<file path="src/rtl/sats_pkg.sv">
// Package for the sorted-aware table search: command codes, word types and the
// command and status groups between the controller and the datapath.
// No dependencies.
package sats_pkg;

  localparam int DefTableDepth = 16;
  localparam int ValueW        = 16;
  localparam int PosW          = 4;

  localparam logic [1:0] CMD_CLEAR  = 2'd0;
  localparam logic [1:0] CMD_APPEND = 2'd1;
  localparam logic [1:0] CMD_SEARCH = 2'd2;

  typedef struct packed {
    logic [1:0]        command;
    logic [ValueW-1:0] value;
  } sats_in_t;

  typedef struct packed {
    logic            used_binary;
    logic            found;
    logic [PosW-1:0] position;
  } sats_out_t;

  // Commands from the controller to the datapath.
  typedef struct packed {
    logic clear;
    logic append;
    logic search;
    logic bin_rd;
    logic bin_upd;
    logic lin_step;
    logic fin_hit;
    logic fin_miss;
  } sats_ctl_t;

  // Status from the datapath to the controller.
  typedef struct packed {
    logic sorted;
    logic bin_open;
    logic bin_eq;
    logic lin_hit;
    logic lin_done;
  } sats_stat_t;

endpackage

</file>
<file path="src/rtl/sats_ctrl.sv">
// Controller state machine of the sorted-aware table search.
// Depends on sats_pkg for the word types and the command and status groups.
module sats_ctrl import sats_pkg::*; (
  input  logic       clk_i,
  input  logic       rst_ni,
  input  logic       start_i,
  input  logic [1:0] command_i,
  input  sats_stat_t stat_i,
  output sats_ctl_t  ctl_o,
  output logic       busy_o
);

  localparam logic [1:0] S_IDLE    = 2'd0;
  localparam logic [1:0] S_BIN_RD  = 2'd1;
  localparam logic [1:0] S_BIN_CMP = 2'd2;
  localparam logic [1:0] S_LIN     = 2'd3;

  logic [1:0] state_q, state_d;

  always_comb begin
    state_d = state_q;
    ctl_o   = '0;
    unique case (state_q)
      S_IDLE: begin
        if (start_i) begin
          unique case (command_i)
            CMD_CLEAR:  ctl_o.clear = 1'b1;
            CMD_APPEND: ctl_o.append = 1'b1;
            CMD_SEARCH: begin
              ctl_o.search = 1'b1;
              state_d      = stat_i.sorted ? S_BIN_RD : S_LIN;
            end
            default: ;
          endcase
        end
      end
      S_BIN_RD: begin
        if (stat_i.bin_open) begin
          ctl_o.bin_rd = 1'b1;
          state_d      = S_BIN_CMP;
        end else begin
          ctl_o.fin_miss = 1'b1;
          state_d        = S_IDLE;
        end
      end
      S_BIN_CMP: begin
        if (stat_i.bin_eq) begin
          ctl_o.fin_hit = 1'b1;
          state_d       = S_IDLE;
        end else begin
          ctl_o.bin_upd = 1'b1;
          state_d       = S_BIN_RD;
        end
      end
      S_LIN: begin
        priority if (stat_i.lin_hit) begin
          ctl_o.fin_hit = 1'b1;
          state_d       = S_IDLE;
        end else if (stat_i.lin_done) begin
          ctl_o.fin_miss = 1'b1;
          state_d        = S_IDLE;
        end else begin
          ctl_o.lin_step = 1'b1;
        end
      end
      default: state_d = S_IDLE;
    endcase
  end

  always_ff @(posedge clk_i or negedge rst_ni) begin
    if (!rst_ni) begin
      state_q <= S_IDLE;
    end else begin
      state_q <= state_d;
    end
  end

  assign busy_o = (state_q != S_IDLE);

  // A search never ends in the same cycle as it is taken.
  assert property (@(posedge clk_i) disable iff (!rst_ni)
    ctl_o.search |=> busy_o)
    else $error("search taken without going busy");

  // Hit and miss never finish together.
  assert property (@(posedge clk_i) disable iff (!rst_ni)
    !(ctl_o.fin_hit && ctl_o.fin_miss))
    else $error("hit and miss finish at once");

  // Once a search finishes, the block is free on the next cycle.
  assert property (@(posedge clk_i) disable iff (!rst_ni)
    (ctl_o.fin_hit || ctl_o.fin_miss) |=> !busy_o)
    else $error("still busy after a search finished");

endmodule

</file>
<file path="src/rtl/sats_dpath.sv">
// Datapath of the sorted-aware table search: ID memory, fill count, order flag,
// search pointers and the result register. Depends on sats_pkg.
module sats_dpath import sats_pkg::*; #(
  parameter int TABLE_DEPTH = DefTableDepth
) (
  input  logic       clk_i,
  input  logic       rst_ni,
  input  sats_in_t   item_i,
  input  sats_ctl_t  ctl_i,
  output sats_stat_t stat_o,
  output logic       done_o,
  output sats_out_t  result_o
);

  localparam int AW = $clog2(TABLE_DEPTH);
  localparam int CW = $clog2(TABLE_DEPTH + 1);
  localparam logic [CW-1:0] DepthC = CW'(TABLE_DEPTH);

  logic [ValueW-1:0] mem_q [TABLE_DEPTH];
  logic [ValueW-1:0] rdata_q;
  logic [AW-1:0]     rd_addr;

  logic [CW-1:0]     count_q;
  logic              sorted_q;
  logic [ValueW-1:0] last_q;
  logic              done_q;
  logic              chk_valid_q;

  logic [ValueW-1:0] key_q;
  logic [CW-1:0]     lo_q, hi_q, mid_q, ptr_q;
  logic [AW-1:0]     chk_idx_q;
  sats_out_t         res_q;

  logic [CW-1:0]     mid;
  logic              room;
  logic              lin_issue;
  logic [AW-1:0]     hit_idx;
  logic [AW+3:0]     hit_ext;

  assign room      = (count_q < DepthC);
  // hi_q is one past the last candidate, so the midpoint is lo + (hi - 1 - lo) / 2.
  assign mid       = lo_q + ((hi_q - CW'(1) - lo_q) >> 1);
  assign lin_issue = ctl_i.lin_step && (ptr_q < count_q);
  assign rd_addr   = ctl_i.bin_rd ? mid[AW-1:0] : ptr_q[AW-1:0];
  assign hit_idx   = sorted_q ? mid_q[AW-1:0] : chk_idx_q;
  assign hit_ext   = {4'b0000, hit_idx};

  assign stat_o.sorted   = sorted_q;
  assign stat_o.bin_open = (lo_q < hi_q);
  assign stat_o.bin_eq   = (rdata_q == key_q);
  assign stat_o.lin_hit  = chk_valid_q && (rdata_q == key_q);
  assign stat_o.lin_done = !chk_valid_q && (ptr_q == count_q);

  always_ff @(posedge clk_i) begin
    if (ctl_i.append && room) begin
      mem_q[count_q[AW-1:0]] <= item_i.value;
    end
    rdata_q <= mem_q[rd_addr];
  end

  always_ff @(posedge clk_i or negedge rst_ni) begin
    if (!rst_ni) begin
      count_q     <= '0;
      sorted_q    <= 1'b1;
      last_q      <= '0;
      done_q      <= 1'b0;
      chk_valid_q <= 1'b0;
    end else begin
      done_q <= ctl_i.fin_hit || ctl_i.fin_miss;
      if (ctl_i.clear) begin
        count_q  <= '0;
        sorted_q <= 1'b1;
        last_q   <= '0;
      end else if (ctl_i.append && room) begin
        if ((count_q != '0) && (item_i.value < last_q)) begin
          sorted_q <= 1'b0;
        end
        count_q <= count_q + CW'(1);
        last_q  <= item_i.value;
      end
      if (ctl_i.search) begin
        chk_valid_q <= 1'b0;
      end else if (ctl_i.lin_step) begin
        chk_valid_q <= lin_issue;
      end
    end
  end

  always_ff @(posedge clk_i) begin
    if (ctl_i.search) begin
      key_q <= item_i.value;
      lo_q  <= '0;
      hi_q  <= count_q;
      ptr_q <= '0;
    end
    if (ctl_i.bin_rd) begin
      mid_q <= mid;
    end
    if (ctl_i.bin_upd) begin
      if (rdata_q < key_q) begin
        lo_q <= mid_q + CW'(1);
      end else begin
        hi_q <= mid_q;
      end
    end
    if (lin_issue) begin
      chk_idx_q <= ptr_q[AW-1:0];
      ptr_q     <= ptr_q + CW'(1);
    end
    if (ctl_i.fin_hit || ctl_i.fin_miss) begin
      res_q.used_binary <= sorted_q;
      res_q.found       <= ctl_i.fin_hit;
      res_q.position    <= ctl_i.fin_hit ? hit_ext[PosW-1:0] : '0;
    end
  end

  assign done_o   = done_q;
  assign result_o = res_q;

  // The fill count never passes the table depth.
  assert property (@(posedge clk_i) disable iff (!rst_ni)
    count_q <= DepthC)
    else $error("fill count beyond table depth");

  // A clear leaves an empty table that counts as ordered.
  assert property (@(posedge clk_i) disable iff (!rst_ni)
    ctl_i.clear |=> (count_q == '0) && sorted_q)
    else $error("clear did not empty the table");

  // A miss reports position zero.
  assert property (@(posedge clk_i) disable iff (!rst_ni)
    (done_q && !res_q.found) |-> (res_q.position == '0))
    else $error("miss with non-zero position");

endmodule

</file>
<file path="src/rtl/sorted_aware_table_search.sv">
// Top level of the sorted-aware table search: controller plus datapath.
// Depends on sats_pkg, sats_ctrl and sats_dpath.
//
//   channel   handshake          word
//   command   start_i / busy_o   item_i   (command, value)
//   result    done_o strobe      result_o (used_binary, found, position)
//
// Clear, append and unused command codes are taken straight from idle; busy_o stays low.
// A binary search runs each probe as a registered memory read, then a compare,
// and narrows the candidate range after each compare.
// A linear scan reads one entry per cycle from the single memory read port.
// The result strobe is registered from the finishing step and follows in the next cycle.
// Reset clears the table count and the order flag; the ID memory is not cleared.
// The result strobe done_o is high for one cycle only; the receiver cannot stall.
module sorted_aware_table_search import sats_pkg::*; #(
  parameter int TABLE_DEPTH = DefTableDepth
) (
  input  logic      clk_i,
  input  logic      rst_ni,
  input  logic      start_i,
  input  sats_in_t  item_i,
  output logic      busy_o,
  output logic      done_o,
  output sats_out_t result_o
);

  sats_ctl_t  ctl;
  sats_stat_t stat;

  sats_ctrl u_ctrl (
    .clk_i     (clk_i),
    .rst_ni    (rst_ni),
    .start_i   (start_i),
    .command_i (item_i.command),
    .stat_i    (stat),
    .ctl_o     (ctl),
    .busy_o    (busy_o)
  );

  sats_dpath #(
    .TABLE_DEPTH (TABLE_DEPTH)
  ) u_dpath (
    .clk_i    (clk_i),
    .rst_ni   (rst_ni),
    .item_i   (item_i),
    .ctl_i    (ctl),
    .stat_o   (stat),
    .done_o   (done_o),
    .result_o (result_o)
  );

endmodule

</file>
<file path="config.mk">
export PLATFORM = sky130hd
export DESIGN_NAME = sorted_aware_table_search
export DESIGN_NICKNAME = d
export VERILOG_FILES = /design/src/rtl/sats_pkg.sv /design/src/rtl/sats_ctrl.sv /design/src/rtl/sats_dpath.sv /design/src/rtl/sorted_aware_table_search.sv
export SDC_FILE = /design/constraint.sdc
export NUM_CORES = 1
export LEC_CHECK = 0
export BUFFER_PORTS_ARGS = -buffer_cell sky130_fd_sc_hd__buf_4
export CAP_MARGIN = 20
export CORE_UTILIZATION = 57
export DETAILED_ROUTE_END_ITERATION = 16
export PLACE_DENSITY_LB_ADDON = 0.3
export RECOVER_POWER = 25
export REMOVE_ABC_BUFFERS = 1
export SLEW_MARGIN = 20
export SYNTH_ARGS = -nofsm -noshare
export SYNTH_HDL_FRONTEND = slang
export SYNTH_SLANG_ARGS = --single-unit
export TNS_END_PERCENT = 20
</file>
<file path="constraint.sdc">
create_clock -name clk_i -period 3.2 [get_ports clk_i]
set_clock_uncertainty 0.1 [all_clocks]
set_input_delay 0.48 -clock clk_i [delete_from_list [all_inputs] [get_ports clk_i]]
set_output_delay 0.48 -clock clk_i [all_outputs]
set_load 0.1 [all_outputs]
</file>
==> results of run 1 <==
-- area by class of cell --
class	instances	area, sq um	area share (%)
sequential	344	9940	57.8
multi-input combinational	543	4560	26.5
clock buffer	49	990	5.75
timing repair buffer	79	753	4.38
inverter	122	470	2.73
tap	335	419	2.44
clock inverter	12	72.6	0.422
-- state kept, by name, summed over array words and instances (netlist names) --
| signal | cells |
|---|---|
| u_dpath.hi_q | 5 |
| u_dpath.mid_q | 5 |
| u_dpath.count_q | 5 |
| u_dpath.last_q | 16 |
| u_dpath.chk_valid_q | 1 |
| u_dpath.key_q | 16 |
| u_ctrl.state_q | 2 |
| u_dpath.rdata_q | 16 |
| u_dpath.result_o | 6 |
| u_dpath.done_o | 1 |
| u_dpath.sorted_q | 1 |
| u_dpath.chk_idx_q | 4 |
| u_dpath.ptr_q | 5 |
| u_dpath.mem_q | 256 |
| u_dpath.lo_q | 5 |
-- what timing repair did --
action,CTS,global route
resized for setup,0,8
hold buffers,1,0
endpoints found under the hold margin,25,0
endpoints found under the setup margin,0,14
-- routing by layer --
layer | wire (microns) | track usage (%)
met2 | 16800 | 43.3
met5 | 0 | 0
met3 | 2420 | 4.27
met1 | 14700 | 36.9
met4 | 1030 | 9.84
-- worst paths after layout --
path,end,slack (ns),cells past startpoint
worst min-delay path,u_ctrl.state_q[1]$_DFFE_PN0P_,0.26,4
worst max-delay path,u_dpath.rdata_q[3]$_DFF_P_,0.12,10
worst min register to register,u_dpath.last_q[7]$_DFFE_PN0P_,0.40,1
max in group asynchronous,u_dpath.sorted_q$_DFFE_PN1P_,2.39,2
worst max register to register,u_dpath.rdata_q[3]$_DFF_P_,0.12,10
min in group asynchronous,u_dpath.done_o$_DFF_PN0_,0.31,2
-- worst max-delay path, stage by stage (launching register included) --
cell and delay (ns):
dfxtp_1 0.35, ha_1 0.21, or3b_1 0.36, or2_1 0.24, o211ai_1 0.29, a21boi_4 0.25
buf_12 0.20, buf_12 0.23, mux2_2 0.37, o211ai_1 0.20, nand4_1 0.12
-- cell families (layout without fill, tap and decap cells) --
| kind of cell | Yosys count | after routing | synth area share [%] |
|---|---|---|---|
| DFF | 344 | 344 | 65.5 |
| AOI/OAI and AO/OA | 268 | 268 | 13.0 |
| buffers and inverters | 182 | 262 | 5.07 |
| and+or+nand+nor | 120 | 120 | 4.00 |
| muxes | 84 | 84 | 6.86 |
| adders and majority gates | 56 | 56 | 4.71 |
| xor gates and xnor gates | 15 | 15 | 0.865 |
-- synth_stat cells, drive strengths merged, types with 4 or more instances --
cell	count	area (sq um)
a21o	12	90.1
a21oi	18	90.1
a22o	17	149
buf	23	160
clkbuf	37	139
dfrtp	25	626
dfxtp	26	521
edfxtp	292	8770
ha	54	676
inv	121	454
mux2	73	931
mux2i	11	110
nand2	29	109
nand2b	5	31.3
nand3	7	35.0
nand4	22	138
nor2	33	124
nor2b	4	25.0
nor3	4	20.0
o211ai	193	1450
o21a	5	45.0
o21ai	14	70.1
or2	4	25.0
xnor2	10	87.6
xor2	5	43.8
-- power breakdown --
group / internal (mW) / switching [mW] / leakage [nW]
sequential: 5.34 / 0.296 / 3.19
clock: 2.16 / 1.61 / 0.522
combinational: 2.35 / 3.57 / 2.61
total: 9.86 / 5.48 / 6.32
-- per-stage QoR --
stage	setup WS, ns	cell area [sq um]
2_1_floorplan	-4.89	14900
3_3_place_gp	0.211	16100
3_5_place_dp	0.148	16100
4_1_cts	0.124	17200
5_1_grt	-0.0294	17200
6_report	0.122	17200
==> results_dict.tcl, run 1 <==
set metrics [dict create \
    final_util_pct 66.0 \
    yosysWarnings 0 \
    clkLatencyLatePin_ns 0.51 \
    nFillCells 1830 \
    post-route-period-util_pct 96.2 \
    syn2layout_area_growth_pct 13.3 \
    path_class "reg2reg" \
    max_slew_margin_pct 35.2 \
    cts_tree "yes" \
    ant_nets 0 \
    instances_no_fill 1484 \
    start_util_pct 58.3 \
    nets 1202 \
    critPathRequiredTime_ns 3.49 \
    start_kind "register" \
    fp.dieW_microns 165 \
    avgSynthCellArea_sq_um 14.2 \
    critPathLaunch "u_dpath.lo_q[4]$_DFF_P_" \
    io_buffers 28 \
    via_count 9248 \
    netlist_area_sq_um 15200 \
    placed_cells 1421 \
    drt-total-wl_mm 35.0 \
    mostFrequentLayoutCell "edfxtp_1" \
    grt_pass1_wl_mm 53.9 \
    drive_gt1_share_pct 17.2 \
    dr.pass1.iters 5 \
    ys.flop_type "edfxtp_1" \
    routabilityCongestion 0.825 \
    rsz0062_at_grt "yes" \
    r2r_start "u_dpath.lo_q[4]$_DFF_P_" \
    grt_max_degree 66 \
    fin_crit_ns 3.08 \
    cts_setup_buffers 0 \
    crit_arrival_ns 3.36 \
    core_sq_um 26100 \
    synth-seq-cells 344 \
    num_rows 59 \
    clk_pin_slew_ns 0.06 \
    vias_per_cell 6.23 \
    drv_cap 0 \
    setup_violations 0 \
    hold_violations 0 \
    final.setup.tns_ns 0 \
    ys_async_sr_fraction_pct 7.56 \
    fmax_mhz 325 \
    holdWs_ns 0.258 \
    ir_worst_vdd_mv 0.578 \
    synthCells 1069 \
    hold_path.class "in2reg" \
    drc 0 \
    min_from "start_i" \
    grt.overflow.total 0 \
    antenna_cells 0 \
    antenna_found_initial 0 \
    power_mw 15.3 \
    root_buffer "clkbuf_16" \
    ioPinCount 29 \
    end_kind "register" \
    cts.sinks 344 \
    cts_max_path_buffers 3 \
    drv_slew 0 \
    critPathMaxFanout 32 \
    yosysSeqAreaShare_pct 65.5 \
    status "finished, final reports clean" \
    cts_buffers 35 \
    htree_levels 2 \
    grt.total_usage_pct 26.9 \
    die_h_microns 165 \
    ys_types 54 \
    wire_per_inst_microns 23.6 \
    tightest_slew_ns 0.972 \
    final_cell_mix "edfxtp_1, o211ai_1, inv_1" \
    leakage_nw 6.32 \
    hpwl_mm 21.5 \
    powerDensity_nw_per_um2 892 \
    detail_route.iter0.violations 1062 \
    grt_pass1_vias 9239 \
    synth_enable_flop_cells 292 \
    die-area_sq_um 27300 \
]
Power figures use the tool's default switching activity.
==> run 2: changes to the inputs <==
--- a/config.mk
+++ b/config.mk
@@ -7,7 +7,7 @@
 export LEC_CHECK = 0
 export BUFFER_PORTS_ARGS = -buffer_cell sky130_fd_sc_hd__buf_4
 export CAP_MARGIN = 20
-export CORE_UTILIZATION = 57
+export CORE_UTILIZATION = 56
 export DETAILED_ROUTE_END_ITERATION = 16
 export PLACE_DENSITY_LB_ADDON = 0.3
 export RECOVER_POWER = 25
@@ -15,5 +15,6 @@
 export SLEW_MARGIN = 20
 export SYNTH_ARGS = -nofsm -noshare
 export SYNTH_HDL_FRONTEND = slang
+export SYNTH_HIERARCHICAL = 1
 export SYNTH_SLANG_ARGS = --single-unit
 export TNS_END_PERCENT = 20
==> results_dict.tcl, run 2 <==
set metrics [dict create \
    fin_ws_ns -0.117 \
    start_kind "register" \
    grt_pass1_vias 7816 \
    grt_max_degree 27 \
    ir_worst_vdd_mv 0.654 \
    synth_top_area_share_pct 60.8 \
    avgSynthCellArea_sq_um 17.3 \
    cts_buffers 36 \
    tightest_slew_ns 0.931 \
    synth.most_common_cell "edfxtp_1" \
    crit_arrival_ns 3.61 \
    holdWs_ns 0.209 \
    hpwl_mm 18.5 \
    synthCells 834 \
    synthTopCellsByCount "edfxtp_1, mux4_2, inv_1" \
    cp_common_cell "a21o_1" \
    root_buffer "clkbuf_16" \
    wire_per_inst_microns 22.9 \
    cpPeakStageDelay_ns 0.49 \
    setup_violations 15 \
    core_sq_um 25200 \
    drv_cap 0 \
    final_cell_mix "edfxtp_1, buf_4, mux4_2" \
    fin_crit_ns 3.32 \
    cts.sinks 344 \
    dr.pass1.iters 5 \
    powerDensity_nw_per_um2 912 \
    drc 0 \
    critPathBufInv 5 \
    combPwrFrac_pct 38.3 \
    htree_levels 2 \
    drive_gt1_share_pct 26.9 \
    vias_per_cell 5.76 \
    critPathMaxFanout 5 \
    drt-total-wl_mm 30.1 \
    largest_reg_flops 256 \
    ys.flop_type "edfxtp_1" \
    final.setup.tns_ns -0.797 \
    p_seq_share_pct 36.4 \
    cts_max_path_buffers 3 \
    path_cells "inv_2 -> ha_4 -> a21o_1 -> a21o_1 -> a21o_1 -> a21oi_2 -> nand3b_1 -> inv_2 -> mux2i_4 -> buf_12 -> buf_16 -> buf_4 -> mux4_2 -> mux2i_2 -> mux2i_1" \
    ys_async_sr_fraction_pct 7.56 \
    rsz0062_at_grt "yes" \
    critPathRequiredTime_ns 3.50 \
    p_clk_share_pct 25.3 \
    num_rows 58 \
    cpLargestDelayFamily "multiplexers" \
    die_h_microns 162 \
    path_class "reg2reg" \
    drv_slew 0 \
    clkLatencyLatePin_ns 0.52 \
    synth_area_leaders "edfxtp_1, mux4_2, ha_1" \
    post-route-period-util_pct 104 \
    routabilityCongestion 0.786 \
    netlist_area_sq_um 14400 \
    synth_enable_flop_cells 292 \
    max_slew_margin_pct 37.3 \
    yosysSeqAreaShare_pct 69.0 \
    yosysWarnings 6 \
    die-area_sq_um 26400 \
    fp.dieW_microns 162 \
    detail_route.iter0.violations 598 \
    start_util_pct 57.2 \
    antenna_cells 0 \
    hold_path.class "in2reg" \
    hold_violations 0 \
    syn2layout_area_growth_pct 18.2 \
    status "complete, but fails checks" \
    nFillCells 1609 \
    clk_pin_slew_ns 0.06 \
    ys_types 54 \
    ant_nets 0 \
    synth-seq-cells 344 \
    net-switching-power_mw 4.88 \
    grt_pass1_wl_mm 46.1 \
    leakage_nw 6.26 \
    critical_path.slowest_cell "mux4_2" \
    end_kind "register" \
    grt.overflow.total 0 \
    violations "negative setup slack" \
    synth.largest_area_cell "edfxtp_1" \
    io_buffers 28 \
    fmax_mhz 302 \
    mostFrequentLayoutCell "edfxtp_1" \
    via_count 7573 \
    cts_tree "yes" \
    nets 1033 \
    grt.total_usage_pct 24.1 \
    switching_share_pct 31.4 \
    p_int_mw 10.7 \
    ioPinCount 29 \
    antenna_found_initial 0 \
]
[run 2: cell count changes after synthesis, moves of 18 or more]
cell | before | now
mux2_4 | 29 | 1
clkbuf_1 | 37 | 10
a21oi_1 | 18 | 36
nand2_1 | 29 | 54
mux4_2 | 0 | 64
mux2i_1 | 11 | 59
inv_1 | 120 | 60
o211ai_1 | 192 | 3
mux2_1 | 21 | 0
[run 2: layer usage]
| layer | up-vias | part of all wire, % | routed length [microns] | GRT usage [%] |
|---|---|---|---|---|
| met3 | 61 | 6.6 | 1980 | 4.23 |
| met1 | 3831 | 42 | 12700 | 33.7 |
| met2 | 237 | 48 | 14600 | 38.6 |
| li1 | 3444 | - | - | - |
| met5 | - | 0 | 0 | 0 |
| met4 | 0 | 2.7 | 826 | 8.28 |
[run 2: area by class of cell]
| class | instances | area [sq um] | share of cell area (%) |
|---|---|---|---|
| Tap cell | 330 | 413 | 2.42 |
| Sequential cell | 344 | 9940 | 58.4 |
| Clock inverter | 18 | 165 | 0.970 |
| Inverter | 60 | 225 | 1.32 |
| Clock buffer | 48 | 956 | 5.61 |
| Timing Repair Buffer | 114 | 1110 | 6.52 |
| Multi-Input combinational cell | 401 | 4220 | 24.8 |
[run 2: power by group through the flow]
stage | clock [mW] | sequential (mW) | combinational, mW
finish | 3.94 | 5.65 | 5.94
global route | 4.18 | 5.70 | 6.38
CTS | 4.01 | 5.65 | 5.92
detailed placement | 0 | 5.73 | 5.45
global placement | 0 | 5.72 | 5.34
floorplan | 0 | 5.84 | 3.38
[run 2: metrics by stage]
stage | worst slack [ns] | util [%] | area (sq um) | total power [mW] | cells
after floorplan | -5.70 | - | 14200 | 9.22 | 805
after global placement | -0.105 | 62.2 | 15700 | 11.1 | 1228
after detailed placement | -0.214 | 62.2 | 15700 | 11.2 | 1228
after CTS | 0.00220 | 67.7 | 17100 | 15.6 | 1315
after global routing | -0.223 | 67.6 | 17000 | 16.3 | 1315
final | -0.117 | 67.6 | 17000 | 15.5 | 1315
[run 2: cell families (layout without fill, tap and decap cells)]
family          Yosys count  in the layout  synth area share [%]
compound gates           70             70                  3.19
xor+xnor                 14             14                 0.851
fa+ha+maj                55             55                  4.88
buf+inv                  89            240                  2.81
flops                   344            344                  69.0
mux                     131            131                  14.8
simple gates            131            131                  4.48
[run 2: worst paths after layout]
check                                   startpoint                              end  slack [ns]  depth (start not counted)
min                                     item_i[12]  u_dpath/mem_q[14][12]$_DFFE_PP_        0.21                          1
max                        u_dpath/lo_q[1]$_DFF_P_       u_dpath/rdata_q[3]$_DFF_P_       -0.12                         15
min in group asynchronous                   rst_ni         u_dpath/done_o$_DFF_PN0_        0.32                          2
min reg2reg                u_dpath/lo_q[4]$_DFF_P_          u_dpath/lo_q[4]$_DFF_P_        0.42                          2
max reg2reg                u_dpath/lo_q[1]$_DFF_P_       u_dpath/rdata_q[3]$_DFF_P_       -0.12                         15
max in group asynchronous                   rst_ni     u_dpath/sorted_q$_DFFE_PN1P_        2.36                          2
[run 2: repair_timing]
| action | in CTS | in global routing |
|---|---|---|
| hold buffers | 1 | 0 |
| setup endpoints to repair | 16 | 17 |
| hold endpoints to repair | 25 | 0 |
| buffers inserted | 18 | 1 |
| resized for setup | 16 | 8 |
| gates cloned | 2 | 0 |
| pin swaps | 4 | 4 |
